<file path="src/sv/ftb_pkg.sv">
`default_nettype none
package ftb_pkg;

  // Pixel and window geometry
  localparam int DATA_W   = 8;
  localparam int HIST     = 8;
  localparam int NUM_PAIR = 4;
  localparam int NUM_COEF = 5;
  localparam int PAIR_W   = DATA_W + 1;

  // Default fraction width of the coefficients
  localparam int COEF_FRAC_BITS_DEF = 17;

  // Configuration port
  localparam int CFG_DATA_W = 32;
  localparam int CFG_ADDR_W = 5;
  localparam int REG_IDX_W  = 3;

  localparam logic [REG_IDX_W-1:0] REG_THRESHOLD   = 3'd0;
  localparam logic [REG_IDX_W-1:0] REG_COEF_OUTER  = 3'd1;
  localparam logic [REG_IDX_W-1:0] REG_COEF_SECOND = 3'd2;
  localparam logic [REG_IDX_W-1:0] REG_COEF_THIRD  = 3'd3;
  localparam logic [REG_IDX_W-1:0] REG_COEF_FOURTH = 3'd4;
  localparam logic [REG_IDX_W-1:0] REG_COEF_CENTER = 3'd5;

  // Reset values: threshold, then coefficients from outer tap to center tap
  localparam logic [DATA_W-1:0] THRESHOLD_RESET = 8'd128;
  localparam logic [NUM_COEF-1:0][CFG_DATA_W-1:0] COEF_RESET = {
    32'd45057, 32'd31628, 32'd10227, 32'd1136, 32'd33
  };

  // Output word layout
  localparam int OUT_TDATA_W = 24;

  // Window after the pre-add of mirrored taps
  typedef struct packed {
    logic [DATA_W-1:0]                 pixel;
    logic [DATA_W-1:0]                 center;
    logic [NUM_PAIR-1:0][PAIR_W-1:0]   pair;
  } ftb_win_t;

endpackage
`default_nettype wire

</file>
<file path="src/sv/fir_threshold_binarizer.sv">
`default_nettype none
// Symmetric 9-tap low-pass filter over an 8-bit pixel stream with a threshold
// flag. Each accepted pixel yields one output word holding the pixel itself,
// the filtered value (weighted sum of the current pixel and the eight before
// it, shifted right by COEF_FRAC_BITS and saturated at 255) and a flag that
// is set when the exact sum exceeds the threshold shifted left by
// COEF_FRAC_BITS. The delay line starts at zero, so results begin with the
// first pixel. One pixel is accepted every clock until a stall on the
// output has filled the pipeline bubbles and in_tready drops; each word
// passes through the pre-add, multiply, partial-sum and result registers.
// Threshold and the five coefficients (outer tap to center tap) are written
// over the APB port at byte addresses 0x00 to 0x14; the user must write
// them only while no word is in flight, which the block does not enforce.
module fir_threshold_binarizer #(
  parameter int COEF_FRAC_BITS = ftb_pkg::COEF_FRAC_BITS_DEF
) (
  input  wire logic                               clk,
  input  wire logic                               rst_n,
  // Input stream
  input  wire logic                               in_tvalid,
  output logic                                    in_tready,
  input  wire logic [ftb_pkg::DATA_W-1:0]         in_tdata,   // [7:0] pixel
  // Output stream
  output logic                                    out_tvalid,
  input  wire logic                               out_tready,
  output logic      [ftb_pkg::OUT_TDATA_W-1:0]    out_tdata,  // [7:0] pixel_echo,
                                                              // [15:8] filtered,
                                                              // [16] above, rest zero
  // Configuration port
  input  wire logic                               cfg_psel,
  input  wire logic                               cfg_penable,
  input  wire logic                               cfg_pwrite,
  input  wire logic [ftb_pkg::CFG_ADDR_W-1:0]     cfg_paddr,
  input  wire logic [ftb_pkg::CFG_DATA_W-1:0]     cfg_pwdata,
  output logic      [ftb_pkg::CFG_DATA_W-1:0]     cfg_prdata,
  output logic                                    cfg_pready
);

  logic [ftb_pkg::DATA_W-1:0]                         threshold;
  logic [ftb_pkg::NUM_COEF-1:0][COEF_FRAC_BITS-1:0]   coef;
  logic                                               win_valid;
  logic                                               win_ready;
  ftb_pkg::ftb_win_t                                  win;
  logic [ftb_pkg::DATA_W-1:0]                         res_pixel;
  logic [ftb_pkg::DATA_W-1:0]                         res_filtered;
  logic                                               res_above;

  assign cfg_pready = 1'b1;

  ftb_cfg_regs #(
    .COEF_FRAC_BITS (COEF_FRAC_BITS)
  ) u_cfg (
    .clk       (clk),
    .rst_n     (rst_n),
    .psel      (cfg_psel),
    .penable   (cfg_penable),
    .pwrite    (cfg_pwrite),
    .paddr     (cfg_paddr),
    .pwdata    (cfg_pwdata),
    .prdata    (cfg_prdata),
    .threshold (threshold),
    .coef      (coef)
  );

  ftb_window u_window (
    .clk       (clk),
    .rst_n     (rst_n),
    .in_valid  (in_tvalid),
    .in_ready  (in_tready),
    .in_pixel  (in_tdata),
    .win_valid (win_valid),
    .win_ready (win_ready),
    .win       (win)
  );

  ftb_mac #(
    .COEF_FRAC_BITS (COEF_FRAC_BITS)
  ) u_mac (
    .clk          (clk),
    .rst_n        (rst_n),
    .win_valid    (win_valid),
    .win_ready    (win_ready),
    .win          (win),
    .threshold    (threshold),
    .coef         (coef),
    .res_valid    (out_tvalid),
    .res_ready    (out_tready),
    .res_pixel    (res_pixel),
    .res_filtered (res_filtered),
    .res_above    (res_above)
  );

  // Pack the output word
  assign out_tdata = ftb_pkg::OUT_TDATA_W'({res_above, res_filtered, res_pixel});

  // Input may only stall when every stage is full and the output is held
  a_stall_only_when_full: assert property (@(posedge clk) disable iff (!rst_n)
    !in_tready |-> (out_tvalid && !out_tready))
    else $error("input stalled while pipeline has room");

  // A filtered value above the threshold implies the flag
  a_flag_from_filtered: assert property (@(posedge clk) disable iff (!rst_n)
    (out_tvalid && (out_tdata[15:8] > threshold)) |-> out_tdata[16])
    else $error("flag clear although filtered value exceeds threshold");

  // The flag implies a filtered value at least at the threshold
  a_filtered_from_flag: assert property (@(posedge clk) disable iff (!rst_n)
    (out_tvalid && out_tdata[16]) |-> (out_tdata[15:8] >= threshold))
    else $error("flag set although filtered value is below threshold");

  // No output word right after reset
  a_empty_after_reset: assert property (@(posedge clk)
    !rst_n |=> !out_tvalid)
    else $error("output valid right after reset");

endmodule
`default_nettype wire

</file>
<file path="src/sv/ftb_cfg_regs.sv">
`default_nettype none
module ftb_cfg_regs #(
  parameter int COEF_FRAC_BITS = ftb_pkg::COEF_FRAC_BITS_DEF
) (
  input  wire logic                                       clk,
  input  wire logic                                       rst_n,
  input  wire logic                                       psel,
  input  wire logic                                       penable,
  input  wire logic                                       pwrite,
  input  wire logic [ftb_pkg::CFG_ADDR_W-1:0]             paddr,
  input  wire logic [ftb_pkg::CFG_DATA_W-1:0]             pwdata,
  output logic      [ftb_pkg::CFG_DATA_W-1:0]             prdata,
  output logic      [ftb_pkg::DATA_W-1:0]                 threshold,
  output logic      [ftb_pkg::NUM_COEF-1:0][COEF_FRAC_BITS-1:0] coef
);

  logic [ftb_pkg::DATA_W-1:0]                         thr_r;
  logic [ftb_pkg::NUM_COEF-1:0][COEF_FRAC_BITS-1:0]   coef_r;
  logic [ftb_pkg::REG_IDX_W-1:0]                      idx;
  logic [ftb_pkg::REG_IDX_W-1:0]                      cidx;
  logic                                               wr_en;

  assign idx   = paddr[ftb_pkg::CFG_ADDR_W-1:2];
  assign cidx  = idx - ftb_pkg::REG_COEF_OUTER;
  assign wr_en = psel & penable & pwrite;

  // Write registers, ignore unknown indexes
  always_ff @(posedge clk) begin
    if (!rst_n) begin
      thr_r <= ftb_pkg::THRESHOLD_RESET;
      for (int k = 0; k < ftb_pkg::NUM_COEF; k++) begin
        coef_r[k] <= COEF_FRAC_BITS'(ftb_pkg::COEF_RESET[k]);
      end
    end else if (wr_en) begin
      unique case (idx)
        ftb_pkg::REG_THRESHOLD: begin
          thr_r <= pwdata[ftb_pkg::DATA_W-1:0];
        end
        ftb_pkg::REG_COEF_OUTER, ftb_pkg::REG_COEF_SECOND, ftb_pkg::REG_COEF_THIRD,
        ftb_pkg::REG_COEF_FOURTH, ftb_pkg::REG_COEF_CENTER: begin
          coef_r[cidx] <= pwdata[COEF_FRAC_BITS-1:0];
        end
        default: begin
        end
      endcase
    end
  end

  // Read back
  always_comb begin
    unique case (idx)
      ftb_pkg::REG_THRESHOLD: begin
        prdata = ftb_pkg::CFG_DATA_W'(thr_r);
      end
      ftb_pkg::REG_COEF_OUTER, ftb_pkg::REG_COEF_SECOND, ftb_pkg::REG_COEF_THIRD,
      ftb_pkg::REG_COEF_FOURTH, ftb_pkg::REG_COEF_CENTER: begin
        prdata = ftb_pkg::CFG_DATA_W'(coef_r[cidx]);
      end
      default: begin
        prdata = '0;
      end
    endcase
  end

  assign threshold = thr_r;
  assign coef      = coef_r;

endmodule
`default_nettype wire

</file>
<file path="src/sv/ftb_window.sv">
`default_nettype none
module ftb_window (
  input  wire logic                        clk,
  input  wire logic                        rst_n,
  input  wire logic                        in_valid,
  output logic                             in_ready,
  input  wire logic [ftb_pkg::DATA_W-1:0]  in_pixel,
  output logic                             win_valid,
  input  wire logic                        win_ready,
  output ftb_pkg::ftb_win_t                win
);

  // dl_r[0] is the oldest pixel
  logic [ftb_pkg::HIST-1:0][ftb_pkg::DATA_W-1:0] dl_r;
  logic [ftb_pkg::HIST:0][ftb_pkg::DATA_W-1:0]   taps;
  ftb_pkg::ftb_win_t                             win_r;
  ftb_pkg::ftb_win_t                             win_nxt;
  logic                                          valid_r;
  logic                                          accept;

  assign in_ready = !valid_r | win_ready;
  assign accept   = in_valid & in_ready;

  // Full window: eight stored pixels plus the incoming one
  always_comb begin
    for (int i = 0; i < ftb_pkg::HIST; i++) begin
      taps[i] = dl_r[i];
    end
    taps[ftb_pkg::HIST] = in_pixel;
  end

  // Pre-add mirrored taps
  always_comb begin
    win_nxt.pixel  = in_pixel;
    win_nxt.center = taps[ftb_pkg::NUM_PAIR];
    for (int k = 0; k < ftb_pkg::NUM_PAIR; k++) begin
      win_nxt.pair[k] = ftb_pkg::PAIR_W'(taps[k]) + ftb_pkg::PAIR_W'(taps[ftb_pkg::HIST - k]);
    end
  end

  // Shift the delay line on each accepted word
  always_ff @(posedge clk) begin
    if (!rst_n) begin
      dl_r <= '0;
    end else if (accept) begin
      for (int i = 0; i < ftb_pkg::HIST - 1; i++) begin
        dl_r[i] <= dl_r[i + 1];
      end
      dl_r[ftb_pkg::HIST-1] <= in_pixel;
    end
  end

  // Stage register
  always_ff @(posedge clk) begin
    if (!rst_n) begin
      valid_r <= 1'b0;
    end else if (in_ready) begin
      valid_r <= in_valid;
    end
  end

  always_ff @(posedge clk) begin
    if (accept) begin
      win_r <= win_nxt;
    end
  end

  assign win_valid = valid_r;
  assign win       = win_r;

endmodule
`default_nettype wire

</file>
<file path="src/sv/ftb_mac.sv">
`default_nettype none
module ftb_mac #(
  parameter int COEF_FRAC_BITS = ftb_pkg::COEF_FRAC_BITS_DEF
) (
  input  wire logic                                             clk,
  input  wire logic                                             rst_n,
  input  wire logic                                             win_valid,
  output logic                                                  win_ready,
  input  wire ftb_pkg::ftb_win_t                                win,
  input  wire logic [ftb_pkg::DATA_W-1:0]                       threshold,
  input  wire logic [ftb_pkg::NUM_COEF-1:0][COEF_FRAC_BITS-1:0] coef,
  output logic                                                  res_valid,
  input  wire logic                                             res_ready,
  output logic      [ftb_pkg::DATA_W-1:0]                       res_pixel,
  output logic      [ftb_pkg::DATA_W-1:0]                       res_filtered,
  output logic                                                  res_above
);

  localparam int PW = COEF_FRAC_BITS + ftb_pkg::PAIR_W;   // one product
  localparam int HW = PW + 1;                             // sum of two products
  localparam int SW = COEF_FRAC_BITS + 12;                // full sum
  localparam int FW = ftb_pkg::DATA_W;

  // Product stage
  logic                                     vb_r;
  logic [ftb_pkg::NUM_COEF-1:0][PW-1:0]     prod_r;
  logic [FW-1:0]                            pix_b_r;
  logic                                     rdy_b;

  // Partial sum stage
  logic                                     vc_r;
  logic [HW-1:0]                            s01_r;
  logic [HW-1:0]                            s23_r;
  logic [PW-1:0]                            p4_r;
  logic [FW-1:0]                            pix_c_r;
  logic                                     rdy_c;

  // Result stage
  logic                                     vo_r;
  logic [FW-1:0]                            pix_o_r;
  logic [FW-1:0]                            filt_r;
  logic                                     above_r;
  logic                                     rdy_o;

  logic [SW-1:0]                            total;
  logic [SW-1:0]                            limit;
  logic [FW-1:0]                            filt_nxt;
  logic                                     above_nxt;

  assign rdy_o     = !vo_r | res_ready;
  assign rdy_c     = !vc_r | rdy_o;
  assign rdy_b     = !vb_r | rdy_c;
  assign win_ready = rdy_b;

  // Advance valid bits
  always_ff @(posedge clk) begin
    if (!rst_n) begin
      vb_r <= 1'b0;
      vc_r <= 1'b0;
      vo_r <= 1'b0;
    end else begin
      if (rdy_b) begin
        vb_r <= win_valid;
      end
      if (rdy_c) begin
        vc_r <= vb_r;
      end
      if (rdy_o) begin
        vo_r <= vc_r;
      end
    end
  end

  // Multiply each pair and the center tap by its weight
  always_ff @(posedge clk) begin
    if (rdy_b && win_valid) begin
      for (int k = 0; k < ftb_pkg::NUM_PAIR; k++) begin
        prod_r[k] <= PW'(win.pair[k]) * PW'(coef[k]);
      end
      prod_r[ftb_pkg::NUM_PAIR] <= PW'(win.center) * PW'(coef[ftb_pkg::NUM_PAIR]);
      pix_b_r <= win.pixel;
    end
  end

  // Add products two by two, carry the center product alone
  always_ff @(posedge clk) begin
    if (rdy_c && vb_r) begin
      s01_r   <= HW'(prod_r[0]) + HW'(prod_r[1]);
      s23_r   <= HW'(prod_r[2]) + HW'(prod_r[3]);
      p4_r    <= prod_r[4];
      pix_c_r <= pix_b_r;
    end
  end

  // Final sum, saturate and compare against the shifted threshold
  assign total = SW'(s01_r) + SW'(s23_r) + SW'(p4_r);
  assign limit = SW'({threshold, {COEF_FRAC_BITS{1'b0}}});

  always_comb begin
    if (|total[SW-1:COEF_FRAC_BITS+FW]) begin
      filt_nxt = {FW{1'b1}};
    end else begin
      filt_nxt = total[COEF_FRAC_BITS+FW-1:COEF_FRAC_BITS];
    end
    above_nxt = total > limit;
  end

  always_ff @(posedge clk) begin
    if (rdy_o && vc_r) begin
      pix_o_r <= pix_c_r;
      filt_r  <= filt_nxt;
      above_r <= above_nxt;
    end
  end

  assign res_valid    = vo_r;
  assign res_pixel    = pix_o_r;
  assign res_filtered = filt_r;
  assign res_above    = above_r;

endmodule
`default_nettype wire
</file>
<file path="config.mk">
export PLATFORM = sky130hd
export DESIGN_NAME = fir_threshold_binarizer
export DESIGN_NICKNAME = d
export VERILOG_FILES = /design/src/sv/ftb_pkg.sv /design/src/sv/fir_threshold_binarizer.sv /design/src/sv/ftb_cfg_regs.sv /design/src/sv/ftb_window.sv /design/src/sv/ftb_mac.sv
export SDC_FILE = /design/constraint.sdc
export NUM_CORES = 2
export LEC_CHECK = 0
export ABC_AREA = 0
export BUFFER_PORTS_ARGS = -buffer_cell sky130_fd_sc_hd__clkbuf_2
export CORE_AREA = 10 10 234 348
export CTS_BUF_LIST = sky130_fd_sc_hd__clkbuf_8
export DETAILED_ROUTE_END_ITERATION = 8
export DIE_AREA = 0 0 244 358
export GPL_TIMING_DRIVEN = 0
export HOLD_SLACK_MARGIN = 0.12
export PLACE_DENSITY_LB_ADDON = 0.2
export SETUP_SLACK_MARGIN = 0.1
export SYNTH_ARGS = -nofsm -noshare
export SYNTH_HDL_FRONTEND = slang
export SYNTH_HIERARCHICAL = 1
export SYNTH_SLANG_ARGS = --single-unit
</file>
<file path="constraint.sdc">
create_clock -name clk -period 8.4 [get_ports clk]
set_clock_uncertainty 0.05 [all_clocks]
set_input_delay 0.42 -clock clk [delete_from_list [all_inputs] [get_ports clk]]
set_output_delay 0.42 -clock clk [all_outputs]
set_load 0.01 [all_outputs]
</file>
==> flow_summary.ini <==
[route]
viasPerCell = 5.62
ant_nets = 0
initialDrtViolationCount = 2409
wirelength_um = 121000
avgRoutedWirePerCell_um = 20.7
num_vias = 32711
route.detailed.drc = 0
dr.pass1.iters = 6

[yosys]
yosysTopAreaCell = fa_1
ys_seq_area_share_pct = 26.9
synth-main-ff-cell = edfxtp_1
syn_avg_cell_area_um2 = 9.80
synthCells = 4558
synth.top_cell.area_share_pct = 24.5
async_flop_share_pct = 0
synth_edf_count = 293
synthesis.area_um2 = 44700
synth_cell_types = 88
yosys-top-cells-area = fa_1 24%, edfxtp_1 20%, ha_1 9.9%
ys_ff_latch = 454
ys_warn_count = 6

[floorplanning]
io_pins = 111
core_area_um2 = 74800
die_w_um = 244
die_h_um = 358
dieArea_um2 = 87400
std_cell_rows = 123
initial_core_util_pct = 59.7

[placed_design]
place_hpwl_um = 97400
dp_cells = 5657
port_buffers = 70
routabilityCongestion = 0.964

[pwr]
clkPwrFrac_pct = 24.5
ir_drop_uv = 155
p_seq_share_pct = 35.0
p_leak_nw = 22.9
switching_share_pct = 37.6
p_int_mw = 4.99
switchingPower_mw = 3.01
power_density_nw_per_um2 = 166
pwr-share-comb_pct = 40.5

[grt]
grt_overflow = 0
grt.total_usage_pct = 27.8
first_global_vias = 33513
grt_max_degree = 62
grt_pass1_wl_um = 187000
antenna_found_initial = 11

[worst_hold_path]
holdCritStartpoint = out_tready
hold_path.class = in2reg

[timing]
worst-slew-pin-transition_ps = 1250
drv_slew = 0
final_hold_viol_count = 0
timing.fmax_mhz = 148
slew_headroom_pct = 14.6
min_period_ps = 6740
rsz0062_at_grt = false
setup_viol = 0
post-route-period-util_pct = 80.2

[clocking]
ctsHtreeMaxLevel = 3
clk_latency_ps = 710
cts-root-buf = clkbuf_8
numCtsBuffers = 71
cts_buffer_depth = 3
clk_pin_slew_worst_paths_ps = 60
ctsResizeCount = 0
cts.sink_count = 454
cts_tree = built

[finish]
fin_nets = 5710
area_growth_pct = 8.22
final_cells = 5818
drive_gt1_share_pct = 5.82
fin_util_pct = 64.6

[run]
cap_violations = 0

[critical_path]
reg2reg_slack_ps = 1660
crit_fanout = 6
r2r-start = u_mac/s01_r[0]$_DFFE_PP_
r2r_cells = 20
worstPathRequired_ps = 8710
crit_path_max_incr_delay_ps = 980
cp-end-kind = flip-flop
endpoint = u_mac/res_above$_DFFE_PP_
cp-start-kind = flip-flop
cp.arrival_ps = 7050
rr_endpoint = u_mac/res_above$_DFFE_PP_
cp_cell_sequence = fa_1 -> ha_1 -> fa_1 -> a21o_1 -> a21oi_1 -> o21ai_0 -> a21o_1 -> a211o_1 -> a31oi_2 -> nor3_1 -> or3_1 -> and2_1 -> ha_1 -> nand4_1 -> a211oi_1 -> o2111ai_1 -> nor4_1 -> nand4_1 -> a2111oi_0 -> o21ai_0
criticalPathCategory = reg2reg
startpoint = u_mac/s01_r[0]$_DFFE_PP_
cpMaxStageDelayCell = a2111oi_0

[outcome]
status = finished, final reports clean
timing repair:
item,in CTS,in global routing
setup endpoints to repair,0,0
hold buffers,28,0
hold endpoints to repair,91,0
setup buffers,0,0
layer usage:
| metal | share of wire, % | wire length (µm) | GRT usage [%] |
|---|---|---|---|
| met5 | 0.032 | 39 | 0 |
| met4 | 6.1 | 7370 | 15.8 |
| met3 | 6.8 | 8240 | 5.06 |
| met2 | 49 | 59000 | 47.6 |
| met1 | 38 | 45800 | 32.6 |
worst min-delay path by stage:
| stage | depth (start not counted) | end | slack, ps |
|---|---|---|---|
| CTS | 4 | u_cfg/coef[76]$_SDFFE_PN0P_ | 130 |
| floorplan | 0 | u_mac/p4_r[0]$_DFFE_PP_ | 350 |
| global placement | 0 | u_mac/p4_r[17]$_DFFE_PP_ | 350 |
| global route | 4 | u_mac/vc_r$_SDFFE_PN0P_ | 170 |
| finish | 4 | u_mac/vc_r$_SDFFE_PN0P_ | 170 |
| detailed placement | 0 | u_mac/p4_r[13]$_DFFE_PP_ | 350 |
registers in the layout, summed over array words and instances, names as in the netlist:
register and flops:
u_window/win_valid 1, u_mac/prod_r 129, u_window/dl_r 64, u_mac/vc_r 1
u_mac/p4_r 25, u_cfg/coef 85, u_window/win 52, u_cfg/threshold 8
u_mac/s23_r 27, u_mac/res_filtered 8, u_mac/s01_r 27, u_mac/pix_c_r 8
u_mac/res_valid 1, u_mac/vb_r 1, u_mac/pix_b_r 8, u_mac/res_above 1
u_mac/res_pixel 8
cell usage after synthesis, types with 5 or more instances:
cell type,n
a21oi_1,179
a21oi_2,7
o21ai_1,8
nor2_1,108
a211o_1,6
a21boi_0,36
fa_1,546
xor2_1,53
or3_1,15
a21boi_1,42
nor2b_1,77
o21bai_1,17
a31oi_1,9
edfxtp_1,293
o2111ai_1,9
a211oi_1,14
o22a_1,7
nand4b_1,5
o22ai_1,6
nand2_1,612
o21ai_0,87
nor4_1,12
xnor2_1,126
buf_4,37
a21o_1,75
mux2i_1,92
a22oi_1,8
inv_1,708
ha_1,354
nand4_1,15
o31ai_1,9
and3_1,13
and2_1,460
dfxtp_1,161
nand3_1,42
nand2b_1,20
or4_1,5
buf_2,8
mux2_2,12
o21a_1,38
a221oi_1,5
nor3_1,25
clkbuf_1,116
metrics by stage:
stage / area, µm² / TNS (ps) / worst slack (ps) / hold slack, ps / total power, mW
after floorplan: 44700 / 0 / 842 / 350 / 5.10
after global placement: 46300 / -215300 / -2490 / 351 / 5.98
after detailed placement: 46600 / 0 / 1670 / 355 / 6.04
after CTS: 48300 / 0 / 1590 / 126 / 8.02
after global routing: 48300 / 0 / 1520 / 173 / 8.52
final: 48300 / 0 / 1660 / 169 / 8.00
cell families after synthesis:
family	after synthesis	synth area share, %
simple gates	1431	16.0
mux	104	2.36
fa+ha+maj	900	34.4
xor+xnor	180	3.55
compound gates	611	9.07
buf+inv	875	7.72
flops	454	26.9
other cells	3	0.0252
power by group through the flow:
stage	logic (mW)	registers (mW)	clock network [mW]
finish	3.24	2.80	1.96
global placement	3.13	2.86	0
detailed placement	3.19	2.85	0
global route	3.61	2.81	2.10
floorplan	2.32	2.78	0
CTS	3.22	2.80	2.00
layout make-up:
cell class                 count  area (µm²)
clock buffer                  77        1060
sequential                   454       12000
fill                        6139       26500
antenna                        6        15.0
multi-input combinational   3249       29300
timing repair buffer         107         833
clock inverter                50         407
tap                         1000        1250
buffer                       165         786
inverter                     710        2670
placed cells by master, fill, tap and decap left out, drive strengths merged, types with 11 or more instances in the layout:
cell / n
o21a: 38
inv: 731
conb: 23
dfxtp: 161
ha: 354
a21o: 76
a211oi: 14
buf: 58
a21oi: 186
and3: 13
nand2: 613
a21boi: 78
dlygate4sd3: 28
fa: 546
xor2: 53
nor2: 108
and2: 460
o21bai: 17
nand4: 15
nor2b: 78
nor4: 13
o21ai: 96
or3: 15
mux2i: 92
edfxtp: 293
nand2b: 21
nand3: 42
xnor2: 127
a31oi: 11
mux2: 12
clkbuf: 263
clkinv: 22
nor3: 25
critical path: cells and delay by family (launching register included):
family / cells / cell delay [ps]
AO/OA/AOI/OAI: 10 / 2970
adder cells (fa/ha/maj): 4 / 1620
AND/OR/NAND/NOR: 6 / 1230
flip-flops: 1 / 490
Power figures use the tool's default switching activity.
